===== src/design/gtc_pkg.sv =====
// Shared types, constants and microcode encodings for the glyph text console.
// Used by every console core module except gtc_ram; depends on nothing else.
`default_nettype none
package gtc_pkg;

  localparam int GLYPH_ROWS  = 16;
  localparam int STORE_DEPTH = 4096;
  localparam int STORE_AW    = $clog2(STORE_DEPTH);
  localparam int ROW_W       = $clog2(GLYPH_ROWS);
  localparam int UPC_W       = 4;

  localparam logic [12:0] CELL_W     = 13'd8;
  localparam logic [16:0] LINE_H     = 17'd16;
  localparam logic [16:0] Y_MAX      = 17'd65535;
  localparam logic [7:0]  FULL_MASK  = 8'hFF;

  typedef enum logic [1:0] {
    OP_PUT  = 2'd0,
    OP_BS   = 2'd1,
    OP_NL   = 2'd2,
    OP_LOAD = 2'd3
  } op_t;

  typedef enum logic [2:0] {
    CFG_SCREEN_WIDTH = 3'd0,
    CFG_LINE_PITCH   = 3'd1,
    CFG_BASE_ADDRESS = 3'd2,
    CFG_FG_COLOR     = 3'd3,
    CFG_BG_COLOR     = 3'd4
  } cfg_idx_t;

  typedef struct packed {
    op_t        op;
    logic [7:0] char_code;
    logic [3:0] glyph_row;
    logic [7:0] glyph_bits;
  } in_item_t;

  typedef struct packed {
    logic [47:0] row_address;
    logic [7:0]  pixel_mask;
    logic [31:0] pixel_color;
    logic        last_row;
  } out_item_t;

  typedef struct packed {
    logic [12:0] screen_width;
    logic [13:0] line_pitch;
    logic [47:0] base_address;
    logic [31:0] fg_color;
    logic [31:0] bg_clear_color;
  } cfg_regs_t;

  typedef enum logic [1:0] {
    SEQ_NEXT,
    SEQ_GOTO,
    SEQ_DISPATCH,
    SEQ_EMIT
  } seq_t;

  typedef struct packed {
    seq_t             seq;
    logic [UPC_W-1:0] target;
    logic             do_mul;
    logic             col_back;
    logic             ld_addr;
    logic             mask_full;
    logic             bs_fix;
    logic             cur_put;
    logic             cur_bs;
    logic             cur_nl;
    logic             font_wr;
  } ctrl_word_t;

  typedef struct packed {
    logic slot_free;
    logic row_last;
  } dp_status_t;

  // Microcode addresses.
  localparam logic [UPC_W-1:0] UA_FETCH    = 4'd0;
  localparam logic [UPC_W-1:0] UA_PUT_MUL  = 4'd1;
  localparam logic [UPC_W-1:0] UA_PUT_ADDR = 4'd2;
  localparam logic [UPC_W-1:0] UA_PUT_EMIT = 4'd3;
  localparam logic [UPC_W-1:0] UA_PUT_CUR  = 4'd4;
  localparam logic [UPC_W-1:0] UA_BS_FIX   = 4'd5;
  localparam logic [UPC_W-1:0] UA_BS_MUL   = 4'd6;
  localparam logic [UPC_W-1:0] UA_BS_ADDR  = 4'd7;
  localparam logic [UPC_W-1:0] UA_BS_EMIT  = 4'd8;
  localparam logic [UPC_W-1:0] UA_BS_CUR   = 4'd9;
  localparam logic [UPC_W-1:0] UA_NL       = 4'd10;
  localparam logic [UPC_W-1:0] UA_LOAD     = 4'd11;

endpackage
`default_nettype wire


===== src/design/gtc_useq.sv =====
// Microcode sequencer: step counter, control store and jump logic.
// Depends on gtc_pkg for the control word layout and microcode addresses.
`default_nettype none
module gtc_useq
  import gtc_pkg::*;
(
  input  wire logic       clk,
  input  wire logic       rst_n,
  input  wire logic       in_valid,
  input  wire op_t        in_op,
  input  wire dp_status_t status,
  output ctrl_word_t      ctrl
);

  logic [UPC_W-1:0] upc_r, upc_nxt;

  function automatic ctrl_word_t ucode(input logic [UPC_W-1:0] addr);
    ctrl_word_t w;
    w = '0;
    w.seq    = SEQ_GOTO;
    w.target = UA_FETCH;
    unique case (addr)
      UA_FETCH:    w.seq = SEQ_DISPATCH;
      UA_PUT_MUL:  begin w.seq = SEQ_NEXT; w.do_mul = 1'b1; end
      UA_PUT_ADDR: begin w.seq = SEQ_NEXT; w.ld_addr = 1'b1; end
      UA_PUT_EMIT: w.seq = SEQ_EMIT;
      UA_PUT_CUR:  w.cur_put = 1'b1;
      UA_BS_FIX:   begin w.seq = SEQ_NEXT; w.bs_fix = 1'b1; end
      UA_BS_MUL:   begin w.seq = SEQ_NEXT; w.do_mul = 1'b1; w.col_back = 1'b1; end
      UA_BS_ADDR:  begin w.seq = SEQ_NEXT; w.ld_addr = 1'b1; end
      UA_BS_EMIT:  begin w.seq = SEQ_EMIT; w.mask_full = 1'b1; end
      UA_BS_CUR:   w.cur_bs = 1'b1;
      UA_NL:       w.cur_nl = 1'b1;
      UA_LOAD:     w.font_wr = 1'b1;
      default:     w.seq = SEQ_GOTO;
    endcase
    return w;
  endfunction

  assign ctrl = ucode(upc_r);

  always_comb begin
    upc_nxt = upc_r;
    unique case (ctrl.seq)
      SEQ_NEXT: upc_nxt = upc_r + 1'b1;
      SEQ_GOTO: upc_nxt = ctrl.target;
      SEQ_DISPATCH: begin
        if (in_valid) begin
          unique case (in_op)
            OP_PUT:  upc_nxt = UA_PUT_MUL;
            OP_BS:   upc_nxt = UA_BS_FIX;
            OP_NL:   upc_nxt = UA_NL;
            OP_LOAD: upc_nxt = UA_LOAD;
          endcase
        end
      end
      SEQ_EMIT: begin
        if (status.slot_free && status.row_last) begin
          upc_nxt = upc_r + 1'b1;
        end
      end
    endcase
  end

  always_ff @(posedge clk) begin
    if (!rst_n) begin
      upc_r <= UA_FETCH;
    end else begin
      upc_r <= upc_nxt;
    end
  end

endmodule
`default_nettype wire


===== config.mk =====
export PLATFORM = sky130hd
export DESIGN_NAME = gtc_useq
export DESIGN_NICKNAME = d
export VERILOG_FILES = /design/src/design/gtc_pkg.sv /design/src/design/gtc_useq.sv
export SDC_FILE = /design/constraint.sdc
export NUM_CORES = 1
export LEC_CHECK = 0
export ABC_AREA = 1
export BUFFER_PORTS_ARGS = -buffer_cell sky130_fd_sc_hd__buf_2
export CELL_PAD_IN_SITES_DETAIL_PLACEMENT = 0
export CELL_PAD_IN_SITES_GLOBAL_PLACEMENT = 1
export CORE_MARGIN = 2
export CORE_UTILIZATION = 26
export DETAILED_ROUTE_END_ITERATION = 8
export PLACE_DENSITY = 0.79
export SLEW_MARGIN = 20
export SYNTH_ARGS = -nofsm -noshare
export SYNTH_HDL_FRONTEND = slang
export SYNTH_SLANG_ARGS = --single-unit

===== constraint.sdc =====
create_clock -name clk -period 1.4 [get_ports clk]
set_clock_uncertainty 0.05 [all_clocks]
set_input_delay 0.14 -clock clk [delete_from_list [all_inputs] [get_ports clk]]
set_output_delay 0.14 -clock clk [all_outputs]
set_load 0.05 [all_outputs]

-- Yosys cells after proc, flatten, opt, wreduce, memory -nomap -nowiden
Cells that the tools add are included.
- add/sub/neg operators: 1
- mux-type cells: 14
- equality and inequality tests: 19
- reductions and logical operators: 9
- operators by type and width (kind ; number):
    $pmux W4 S4 ; 2
    $eq A4 B3 Y1 const B ; 4
    $eq A4 B4 Y1 const B ; 4
    $mux W1 ; 9
    $eq A2 B2 Y1 const B ; 4
    $eq A4 B2 Y1 const B ; 2
    $mux W4 ; 2
    $pmux W2 S3 ; 1
    $reduce_or A2 Y1 ; 3
    $reduce_or A5 Y1 ; 1
    $add A4 B1 Y4 const B ; 1
    $eq A2 B1 Y1 const B ; 2
    $eq A4 B1 Y1 const B ; 1
    $logic_not A2 Y1 ; 2
    $logic_not A4 Y1 ; 1
    $ne A2 B2 Y1 const B ; 2
    $reduce_and A2 Y1 ; 1
    $logic_and A1 B1 Y1 ; 1
- register bits after elaboration: 4
- output and inout bits: 15

-- Depth between registers and ports, before layout
- depth in word-level cells: 6
- gate-level depth with buffers: 9

-- Worst setup path before layout
OpenSTA, ideal clock, no wires.
- kind: register to output
- start: register upc_r[0]
- end: output ctrl[13] in the netlist's numbering
- required time: 1.210 ns
- buffers on the path: 0
- stages on the path, launching flop included: 6
- setup slack: -0.854 ns
- arrival: 2.064 ns
- path through: dfxtp_1 > inv_1 > ha_1 > o21ai_0 > nand4_1 > o21ai_0
- RTL lines (element ; line ; source):
    start: declaration ; gtc_useq.sv:15 ; logic [UPC_W-1:0] upc_r, upc_nxt;
    start signal: assignment ; gtc_useq.sv:69 ; upc_r <= upc_nxt;
    end: declaration ; gtc_useq.sv:12 ; output ctrl_word_t ctrl

==> impl_metrics.tcl <==
set metrics [dict create \
    ant_nets 0 \
    setup_ws_ps -255 \
    worst_skew_pair.late_latency_ps 230 \
    hold_class "primary input to flip-flop" \
    ys.flop_type "dfxtp_1" \
    switching_power_w 0.00147 \
    placementRows 15 \
    die_area_mm2 0.00222 \
    avgSynthCellArea_um2 6.29 \
    nNetsFinal 130 \
    synthesis.area_um2 484 \
    clockBufferDepth 2 \
    final_common_cell "buf_4" \
    fin_crit_ps 1660 \
    drv_slew 0 \
    clockPowerShare_pct 5.1 \
    status "complete, but fails checks" \
    hold_violations 0 \
    initial_core_util_pct 27.7 \
    p_seq_share_pct 9.9 \
    drt_iter0_markers 7 \
    grt_util_all_layers_pct 14.5 \
    n_antenna_cell 0 \
    fin_area_mm2 0.00106 \
    root_buffer "clkbuf_4" \
    yosysWarnings 0 \
    start_kind "flip-flop" \
    postSynthCellCount 77 \
    fillers 175 \
    crit_chain "buf_6 > ha_4 > nand3_2 > nand4_1 > o21ai_4 > buf_8" \
    critPathMaxFanout 3 \
    synth-seq-cells 4 \
    cts-hold-fix-buffers 0 \
    drtPass1Iterations 4 \
    cpPeakStageDelay_ps 360 \
    worstSetupPathType "flip-flop to output pin" \
    largest_reg_flops 4 \
    irDropWorstVdd_mv 1.30 \
    switching_share_pct 54.2 \
    die_x_um 47.2 \
    gp_routability_congestion 0.833 \
    synthArstFlopShare_pct 0 \
    core_mm2 0.00175 \
    viasPerCell 4.47 \
    fp.dieH_um 47.2 \
    ys_seq_area_share_pct 16.5 \
    finalCritPeriodShare_pct 118 \
    grt_antenna_before_repair 0 \
    clock_sink_count 4 \
    violations "negative setup slack" \
    multi_input_area_um2 493 \
    dpl_cell_area_um2 718 \
    tns_ps -1300 \
    cap_violations 0 \
    path_clk_slew_ps 40 \
    pin_count 22 \
    io_buffers 17 \
    cell_internal_pwr_w 0.00124 \
    wl_per_cell_um 10.6 \
    grt_first_pass_wirelength_mm 2.29 \
    setup_violations 14 \
    cp.arrival_ps 1470 \
    cp_top_family "flip-flops" \
    areaGrowthSynthToFinish_pct 118 \
    grt_pass1_vias 576 \
    synth_edf_count 0 \
    yosysUniqueCellTypes 19 \
    regMostFlops "upc_r" \
    critPathBufInv 2 \
    grt_max_degree 8 \
    pwr-share-comb_pct 85.0 \
    cellPowerDensity_mw_per_mm2 2570 \
    htree_levels 1 \
    place_hpwl_mm 1.05 \
    cts_tree "done" \
    drive_gt1_share_pct 72.6 \
    vias 635 \
    layout_common_cells "buf_4 (14), buf_6 (13), nand2_2 (8)" \
    grt.overflow.total 0 \
    drcViolationCount 0 \
    p_leak_nw 0.468 \
    cpMaxStageDelayCell "dfxtp_4" \
    cts_inserted_buffers 3 \
    fmax_mhz 604 \
    top_regs "upc_r (4)" \
    rsz0062_at_grt "true" \
    critPathCaptureType "output pin" \
    drt-total-wl_mm 1.51 \
    crit_required_ps 1210 \
    seqCellArea_um2 87.6 \
]
==> power by group through the flow <==
| stage | logic, W | clock network, W | registers [W] |
|---|---|---|---|
| final | 0.00231 | 0.000140 | 0.000267 |
| after global routing | 0.00248 | 0.000151 | 0.000275 |
| after CTS | 0.00202 | 0.000145 | 0.000256 |
| after detailed placement | 0.00164 | 0 | 0.000215 |
| after global placement | 0.00162 | 0 | 0.000214 |
| after floorplan | 0.00119 | 0 | 0.000211 |
==> cell families after synthesis <==
family          synth area share, %
buf+inv                        15.5
flops                          16.5
xor+xnor                       3.62
simple gates                   43.7
compound gates                 9.56
other cells                   0.774
fa+ha+maj                      10.3
==> worst reg2reg max path, stage by stage, from the launching register on <==
cell and delay [ps]:
dfxtp_4 360, buf_6 120, ha_4 160, buf_6 120, inv_6 60, nand4_1 160, nand2_4 170, nand2_1 60
nand2_1 50, a21oi_1 40
==> cell type report <==
type                            count  share of cell area (%)
Clock buffer                        3                    2.13
Inverter                           12                    6.16
Multi-Input combinational cell     60                    46.7
Tap cell                           25                    2.96
Timing Repair Buffer               38                    33.8
Sequential cell                     4                    8.29
==> path summary, 6_finish.rpt <==
check | start | end | slack (ps) | cells after the start
max | upc_r[1]$_SDFFE_PN0P_ | ctrl[13] | -260 | 6
min reg2reg | upc_r[0]$_SDFFE_PN0P_ | upc_r[3]$_SDFFE_PN0P_ | 640 | 4
min | rst_n | upc_r[3]$_SDFFE_PN0P_ | 120 | 3
max reg2reg | upc_r[1]$_SDFFE_PN0P_ | upc_r[1]$_SDFFE_PN0P_ | -70 | 9
==> metrics by stage <==
stage	instances	util, %	hold WS [ps]	power [W]	setup WS [ps]
after floorplan	80	-	213	0.00140	-163
after global placement	132	41.1	361	0.00184	-178
after detailed placement	132	41.1	365	0.00186	-230
after CTS	138	53.0	115	0.00242	-271
after global routing	142	60.5	135	0.00290	-304
final	142	60.5	124	0.00271	-255
==> synth_stat cells, types with 4 or more instances <==
library cell  instances  share of area, %
dfxtp_1               4                17
nand2_1              10               7.8
nor2_1               12               9.3
nand3_1               7               7.2
a21oi_1               4               4.1
nand2_2               4               5.2
o21ai_0               4               4.1
inv_1                10               7.8
ha_1                  4                10
buf_4                 4               6.2
==> layer usage <==
layer	track usage (%)	share of wire, %	up-vias
li1	-	-	318
met1	16.4	36	291
met2	27.9	58	22
met3	2.31	4.4	4
met4	3.33	1.5	0
met5	0	0	-
==> what timing repair did <==
item | 4_1_cts | 5_1_grt
gates resized for setup | 51 | 29
setup buffers | 4 | 5
pin swaps | 11 | 16
endpoints found under the setup margin | 15 | 15
Power figures use the tool's default switching activity.
